File: src/hdl/box_blur_3x3_rgb_top_defines.svh
// ----------------------------------------------------------------------------
// Box blur 3x3 RGB assertion macros
// Shared assertion forms, clocked on clk and disabled during rst.
// ----------------------------------------------------------------------------
`ifndef BOX_BLUR_3X3_RGB_TOP_DEFINES_SVH
`define BOX_BLUR_3X3_RGB_TOP_DEFINES_SVH

// The condition holds at every clock edge.
`define BB3_ASSERT_HOLDS(label, cond, msg) \
  label: assert property (@(posedge clk) disable iff (rst) (cond)) else $error(msg);

// When the trigger is seen, the consequence holds at the same edge.
`define BB3_ASSERT_SAME(label, trig, cons, msg) \
  label: assert property (@(posedge clk) disable iff (rst) (trig) |-> (cons)) \
    else $error(msg);

// When the trigger is seen, the consequence holds at the next edge.
`define BB3_ASSERT_NEXT(label, trig, cons, msg) \
  label: assert property (@(posedge clk) disable iff (rst) (trig) |=> (cons)) \
    else $error(msg);

`endif

File: src/hdl/bb3_pkg.sv
// ----------------------------------------------------------------------------
// Box blur 3x3 RGB package
// Shared constants, types and small arithmetic helpers of the blur block.
// ----------------------------------------------------------------------------
package bb3_pkg;

  localparam int MAX_WIDTH  = 4096;
  localparam int MAX_HEIGHT = 4096;

  localparam int COL_W     = $clog2(MAX_WIDTH);
  localparam int OUT_ROW_W = $clog2(MAX_HEIGHT);
  localparam int DIM_W     = 13;
  localparam int ROW_W     = 13;
  localparam int CFG_IDX_W = 1;

  localparam logic [CFG_IDX_W-1:0] REG_IMAGE_WIDTH  = 1'd0;
  localparam logic [CFG_IDX_W-1:0] REG_IMAGE_HEIGHT = 1'd1;

  localparam logic [DIM_W-1:0] WIDTH_RESET  = 13'd640;
  localparam logic [DIM_W-1:0] HEIGHT_RESET = 13'd480;
  localparam logic [DIM_W-1:0] WIDTH_MAX    = DIM_W'(MAX_WIDTH);
  localparam logic [DIM_W-1:0] HEIGHT_MAX   = DIM_W'(MAX_HEIGHT);

  localparam int SUM_W       = 12;
  localparam int CNT_W       = 4;
  localparam int RECIP_W     = 17;
  localparam int RECIP_SHIFT = 16;
  localparam int PROD_W      = SUM_W + RECIP_W;

  typedef struct packed {
    logic [7:0] red;
    logic [7:0] green;
    logic [7:0] blue;
  } pixel_t;

  typedef struct packed {
    pixel_t above;
    pixel_t middle;
  } line_col_t;

  typedef struct packed {
    logic shift;
    logic sum;
    logic mul;
    logic top_edge;
    logic bottom_edge;
    logic left_edge;
    logic right_edge;
  } win_ctl_t;

  // Rounded-up 2^16/cnt; exact for every sum of up to nine 8-bit values.
  function automatic logic [RECIP_W-1:0] bb3_recip(input logic [CNT_W-1:0] cnt);
    logic [RECIP_W-1:0] r;
    case (cnt)
      4'd1:    r = 17'd65536;
      4'd2:    r = 17'd32768;
      4'd3:    r = 17'd21846;
      4'd4:    r = 17'd16384;
      4'd5:    r = 17'd13108;
      4'd6:    r = 17'd10923;
      4'd7:    r = 17'd9363;
      4'd8:    r = 17'd8192;
      4'd9:    r = 17'd7282;
      default: r = 17'd65536;
    endcase
    return r;
  endfunction

  function automatic logic [DIM_W-1:0] bb3_clamp(input logic [DIM_W-1:0] v,
                                                 input logic [DIM_W-1:0] hi);
    logic [DIM_W-1:0] r;
    if (v == '0) begin
      r = DIM_W'(1);
    end else if (v > hi) begin
      r = hi;
    end else begin
      r = v;
    end
    return r;
  endfunction

endpackage

File: src/hdl/bb3_window.sv
// ----------------------------------------------------------------------------
// Box blur 3x3 RGB window and mean
// Holds the 3x3 window, sums the pixels inside the image and divides each
// channel sum by the pixel count through a reciprocal multiply.
// ----------------------------------------------------------------------------
module bb3_window (
  input  logic                clk,
  input  logic                rst,
  input  bb3_pkg::win_ctl_t   ctl,
  input  bb3_pkg::line_col_t  col,
  input  bb3_pkg::pixel_t     pix,
  output bb3_pkg::pixel_t     mean
);
  import bb3_pkg::*;

  pixel_t             win [3][3];
  logic [SUM_W-1:0]   sum_red;
  logic [SUM_W-1:0]   sum_green;
  logic [SUM_W-1:0]   sum_blue;
  logic [CNT_W-1:0]   cnt;
  logic [SUM_W-1:0]   sum_red_next;
  logic [SUM_W-1:0]   sum_green_next;
  logic [SUM_W-1:0]   sum_blue_next;
  logic [CNT_W-1:0]   cnt_next;
  logic [RECIP_W-1:0] recip;
  logic [PROD_W-1:0]  prod_red;
  logic [PROD_W-1:0]  prod_green;
  logic [PROD_W-1:0]  prod_blue;

  always_ff @(posedge clk) begin
    if (rst) begin
      for (int r = 0; r < 3; r++) begin
        for (int c = 0; c < 3; c++) begin
          win[r][c] <= '0;
        end
      end
    end else if (ctl.shift) begin
      for (int r = 0; r < 3; r++) begin
        win[r][0] <= win[r][1];
        win[r][1] <= win[r][2];
      end
      win[0][2] <= col.above;
      win[1][2] <= col.middle;
      win[2][2] <= pix;
    end
  end

  // Row sums first, then the three rows, to keep the adder chain short.
  always_comb begin
    logic [2:0]       row_ok;
    logic [2:0]       col_ok;
    logic [SUM_W-1:0] row_red   [3];
    logic [SUM_W-1:0] row_green [3];
    logic [SUM_W-1:0] row_blue  [3];
    logic [CNT_W-1:0] row_cnt   [3];
    row_ok = {!ctl.bottom_edge, 1'b1, !ctl.top_edge};
    col_ok = {!ctl.right_edge, 1'b1, !ctl.left_edge};
    for (int r = 0; r < 3; r++) begin
      row_red[r]   = '0;
      row_green[r] = '0;
      row_blue[r]  = '0;
      row_cnt[r]   = '0;
      for (int c = 0; c < 3; c++) begin
        if (row_ok[r] && col_ok[c]) begin
          row_red[r]   = row_red[r] + SUM_W'(win[r][c].red);
          row_green[r] = row_green[r] + SUM_W'(win[r][c].green);
          row_blue[r]  = row_blue[r] + SUM_W'(win[r][c].blue);
          row_cnt[r]   = row_cnt[r] + CNT_W'(1);
        end
      end
    end
    sum_red_next   = row_red[0] + row_red[1] + row_red[2];
    sum_green_next = row_green[0] + row_green[1] + row_green[2];
    sum_blue_next  = row_blue[0] + row_blue[1] + row_blue[2];
    cnt_next       = row_cnt[0] + row_cnt[1] + row_cnt[2];
  end

  always_ff @(posedge clk) begin
    if (ctl.sum) begin
      sum_red   <= sum_red_next;
      sum_green <= sum_green_next;
      sum_blue  <= sum_blue_next;
      cnt       <= cnt_next;
    end
  end

  always_comb begin
    recip      = bb3_recip(cnt);
    prod_red   = PROD_W'(sum_red) * PROD_W'(recip);
    prod_green = PROD_W'(sum_green) * PROD_W'(recip);
    prod_blue  = PROD_W'(sum_blue) * PROD_W'(recip);
  end

  always_ff @(posedge clk) begin
    if (ctl.mul) begin
      mean.red   <= prod_red[RECIP_SHIFT +: 8];
      mean.green <= prod_green[RECIP_SHIFT +: 8];
      mean.blue  <= prod_blue[RECIP_SHIFT +: 8];
    end
  end

endmodule

File: config.mk
export PLATFORM = sky130hd
export DESIGN_NAME = bb3_window
export DESIGN_NICKNAME = d
export VERILOG_FILES = /design/src/hdl/box_blur_3x3_rgb_top_defines.svh /design/src/hdl/bb3_pkg.sv /design/src/hdl/bb3_window.sv
export SDC_FILE = /design/constraint.sdc
export NUM_CORES = 2
export LEC_CHECK = 0
export ABC_AREA = 1
export BUFFER_PORTS_ARGS = -buffer_cell sky130_fd_sc_hd__buf_2
export CORE_MARGIN = 3
export CORE_UTILIZATION = 65
export CTS_CLUSTER_SIZE = 16
export DETAILED_ROUTE_END_ITERATION = 7
export GPL_ROUTABILITY_DRIVEN = 0
export PLACE_DENSITY = 0.86
export SYNTH_ARGS = -nofsm -noshare
export SYNTH_HDL_FRONTEND = slang
export SYNTH_SLANG_ARGS = --single-unit
File: constraint.sdc
create_clock -name clk -period 15.8 [get_ports clk]
set_input_delay 2.37 -clock clk [delete_from_list [all_inputs] [get_ports clk]]
set_output_delay 2.37 -clock clk [all_outputs]
set_load 0.01 [all_outputs]
# Yosys cells after proc, flatten, opt, wreduce, memory -nomap -nowiden
# Memories as Yosys holds them, arrays and structs flattened. A register that Yosys moved wholly into a read port is not among the register bits.
# Index checks and enable logic that the tools add are counted.
# classes
eq_ne,0
n_reduce_logical,8
shifts,0
add_sub_neg,32
mul,3
bitwise_logic,9
muxes,47
div_mod_pow,0
n_lt_le_gt_ge,0
# ops
cell,count
$add 12x8->12,18
$mux 24,9
$mux 12,15
$add 12x12->12,6
$mul 12x17->24,3
$mux 8,9
$add 4x1->4 const B,6
$mux 4,6
$or 1x1->1,9
$add 4x4->4,2
$mux 1,8
$logic_and 1x1->1,4
$logic_not 1->1,4
# word_totals
n_memories,2
mem_bits_rw,216
register_bits,64
output_inout_bits,24
latch_bits,0
rom_bits,272
word_cells,108
# mem_list
memory,words,width,read_ports,rd_clocked_by_memory_dff,write_ports,line,text
(no name shown),16,17,1,1,0,bb3_pkg.sv:54,case (cnt)
win,3,72,3,0,3,bb3_window.sv:16,pixel_t win [3][3];

# Longest topological paths before layout
# logic_depth
ltp_word,10
mapped_depth,39

# Least setup slack after synthesis
# OpenSTA, ideal clock, no wires.
# synth_timing
path_kind,in2reg
startpoint,input port ctl[1] in the netlist's numbering
endpoint,register sum_red[10] (data pin)
slack_ps,8691
cell_stages,37
arrival_ps,6857
path_cell_list,buf_6 nor2_4 buf_6 clkinv_1 clkbuf_1 nor2_1 ha_1 inv_1 fa_1 inv_1 a21oi_1 nand2_1 nand3_1 nand2_1 nand2_1 nand2_1 nand2_1 nand2_1 nor2_1 ha_1 a21oi_1 nand3_1 a21oi_1 o21ai_0 nand2_1 inv_1 fa_1 inv_1 ha_1 nand2_1 or2_2 nand3_1 nand2_1 nand2_1 a21oi_1 nand2_1 nand2_1
# synth_via
elab_chain_cells,9
elab_cells_between_ends,19
# synth_rtl
element,line,text
start: declaration,bb3_window.sv:9,"input bb3_pkg::win_ctl_t ctl,"
$logic_not 1->1,bb3_window.sv:57,"col_ok = {!ctl.right_edge, 1'b1, !ctl.left_edge};"
$logic_and 1x1->1,bb3_window.sv:64,if (row_ok[r] && col_ok[c]) begin
$mux 8,bb3_window.sv:64,
$add 12x8->12,bb3_window.sv:65,row_red[r] = row_red[r] + SUM_W'(win[r][c].red);
$mux 12,bb3_window.sv:64,
$add 12x8->12,bb3_window.sv:65,
$mux 12,bb3_window.sv:64,
$add 12x12->12,bb3_window.sv:72,sum_red_next = row_red[0] + row_red[1] + row_red[2];
$add 12x12->12 (*),bb3_window.sv:72,
named net sum_red_next[10],bb3_window.sv:21,logic [SUM_W-1:0] sum_red_next;
end signal: assignment,bb3_window.sv:80,sum_red <= sum_red_next;
end: declaration,bb3_window.sv:17,logic [SUM_W-1:0] sum_red;
# Mark *: on every way through the listed nets, which the timed path passes. The rest lies on a longest branch.
# A chain may end at the register's enable or synchronous reset.

# Final worst setup path
# Ends and elaborated chain as after synthesis.

==> summary.txt <==
Post-synth EDFFs: 280
Final setup viols: 0
IO Port Bufs: 104
Area Growth Syn to Fin: 5.641%
startpoint types: primary input
metal2 WL: 42690 um
Pleak: 21.52 nW
sequential share of the synthesized area: 0.2303
max-cap check violation count: 0
total gr overflow: 0
Ports: 105
final clock skew: 0.04067 ns
power density cells: 190.2 nW/um^2
commonest non-fill, non-tap cells in the layout: 1288 x inv_1, 1114 x nand2_1, 477 x fa_1
post-CTS sizing: 0
fmax: 0.1321 GHz
Post-Route WL: 89250 um
Post CTS Setup Buffer Count: 0
total negative slack: 0 ns
synth warn: 0
# H-tree levels: 2
VDD IR max: 198.5 uV
max layer used: met4
slowest stage delay, CP: 0.51 ns
Final ANT Viol Nets: 0
worst skew pair latency: 0.58 ns
crit end category: flop
WL met1: 34780 um
RSZ-0062 raised after global routing: no
GRT Total Usage: 0.3004
WP data arrival: 7.87 ns
vias in the first global route: 30660
met3 WL post-DR: 7036 um
Top FF cell, synth: edfxtp_1
share of layout cells above drive strength 1: 0.04055
final hold violations: 0
min Tclk post-route: 7.572 ns
Cell Area, Synth: 37820 um^2
largest area contributor in the netlist: fa_1
Synth top area share: 0.2525
root buf cell: clkbuf_16
die area: 61110 um^2
period utilisation layout: 0.4793
ANT cells: 0
clock-pin slew on the worst setup and hold paths: 0.06 ns
Die Ht: 247.2 um
Placeable Area: 56930 um^2
ys async rst share: 0
clock sink count: 295
DR pass1 iterations: 6
commonest non-fill, non-tap cell in the layout: inv_1
hold-fix buffers at CTS: 0
Hold WC Path Type: flop to flop
effective utilization at floorplan: 0.6642
CP max-delay cell: clkinv_1
crit path setup slack, layout: 8.228 ns
Syn Inst Count: 4824
flops & latches, synth: 295
# DRC: 0
Fillers: 4313
Rel. slew slack: 0.3173
Worst EP required: 16.10 ns
syn avg cell area: 7.839 um^2
Routed WL per cell: 15.90 um
Crit Path Max Fanout: 26
cells taking the most area after synthesis: fa_1 25%, edfxtp_1 22%, inv_1 13%
CTS tree: built
Site Rows: 87
Post-DP HPWL: 68320 um
Critical Path Most Common Cell: nand2_1
initial antenna violation count: 0
Slew @ Worst Pin: 1.024 ns
clock buffer depth: 3
drt initial violations: 2668
pin count of the biggest net entering global routing: 169
kind of critical path: primary input to flop
outcome: finished clean
CTS Buf Count: 35
DIE WIDTH: 247.2 um
final slew viol count: 0
Post-Place Setup Slack: 7.725 ns
nets: 5698
Yosys cell types: 50
via density per instance: 5.427
global-route wire length before repair: 147000 um
via count: 30470
==> worst max-delay path, delay by kind of cell <==
| kind | cells | cell delay [ns] |
|---|---|---|
| and+or+nand+nor | 19 | 2.12 |
| adders and majority gates | 5 | 1.78 |
| buffers and inverters | 6 | 1.06 |
| AOI/OAI and AO/OA | 5 | 0.52 |
==> cell type report <==
class                      count  area, um^2  share of cell area
inverter                    1291        4846              0.1213
clock buffer                  41       908.4             0.02274
multi-input combinational   3092       23690              0.5930
tap                          756       945.9             0.02368
clock inverter                21       201.4            0.005043
sequential                   295        8720              0.2183
timing repair buffer         118       638.1             0.01597
==> layer usage <==
metal  global-route usage  up-vias
met4               0.1473        0
met3              0.04587      314
met1               0.3838    14360
met2               0.5024     1304
met5                    0        -
li1                     -    14490
==> power breakdown <==
group / switching (mW) / internal (mW) / leakage (nW) / total (mW)
Sequential: 0.291 / 1.09 / 3.14 / 1.39
Combinational: 3.41 / 2.00 / 17.8 / 5.41
Clock: 0.339 / 0.461 / 0.527 / 0.801
==> registers in the layout, summed over array words and instances (netlist names) <==
register,cells
cnt,4
mean,24
sum_blue,12
recip,15
sum_red,12
sum_green,12
win,216
==> kinds of logic (layout without fill, tap and decap cells) <==
kind of cell               Yosys count  count (layout)  synth area share
and+or+nand+nor                   1813            1813            0.1928
DFF                                295             295            0.2303
AOI/OAI and AO/OA                  403             403           0.05827
buffers and inverters             1438            1471            0.1436
adders and majority gates          784             784            0.3541
other                                1               2        0.00009917
xor gates and xnor gates            90              90           0.02085
==> worst paths after layout <==
check / slack, ns / end / startpoint / depth (start not counted)
setup / recovery: 8.23 / sum_red[10]$_DFFE_PP_ / ctl[1] / 35
hold / removal: 0.58 / win[0][122]$_SDFFCE_PN0P_ / win[0][98]$_SDFFCE_PN0P_ / 2
setup reg to reg: 10.08 / mean[7]$_DFFE_PP_ / recip[12]$_DFF_P_ / 18
hold reg to reg: 0.58 / win[0][122]$_SDFFCE_PN0P_ / win[0][98]$_SDFFCE_PN0P_ / 2
==> cells in the mapped netlist (10+ instances only) <==
cell	instances
xor2_1	56
or2_2	11
nand4_1	58
nand3b_1	18
o211ai_1	16
buf_2	10
a21oi_1	223
a21o_1	12
inv_1	1288
xnor2_1	34
clkbuf_1	121
o21ai_0	97
nor2_1	451
dfxtp_1	15
nor3_1	12
buf_1	11
nand2_1	1115
nand3_1	129
fa_1	477
edfxtp_1	280
ha_1	307
==> stage by stage <==
step	hold WS [ns]	instance area [um^2]	power, mW	cells	util
global route	0.6181	39950	8.433	5614	0.7017
floorplan	0.5517	37820	5.269	4825	-
global placement	0.5572	38840	6.458	5552	0.6822
detailed placement	0.5720	38840	6.690	5552	0.6822
CTS	0.5868	39950	7.550	5614	0.7017
finish	0.5847	39950	7.597	5614	0.7017
(Power assumes the default switching activity.)
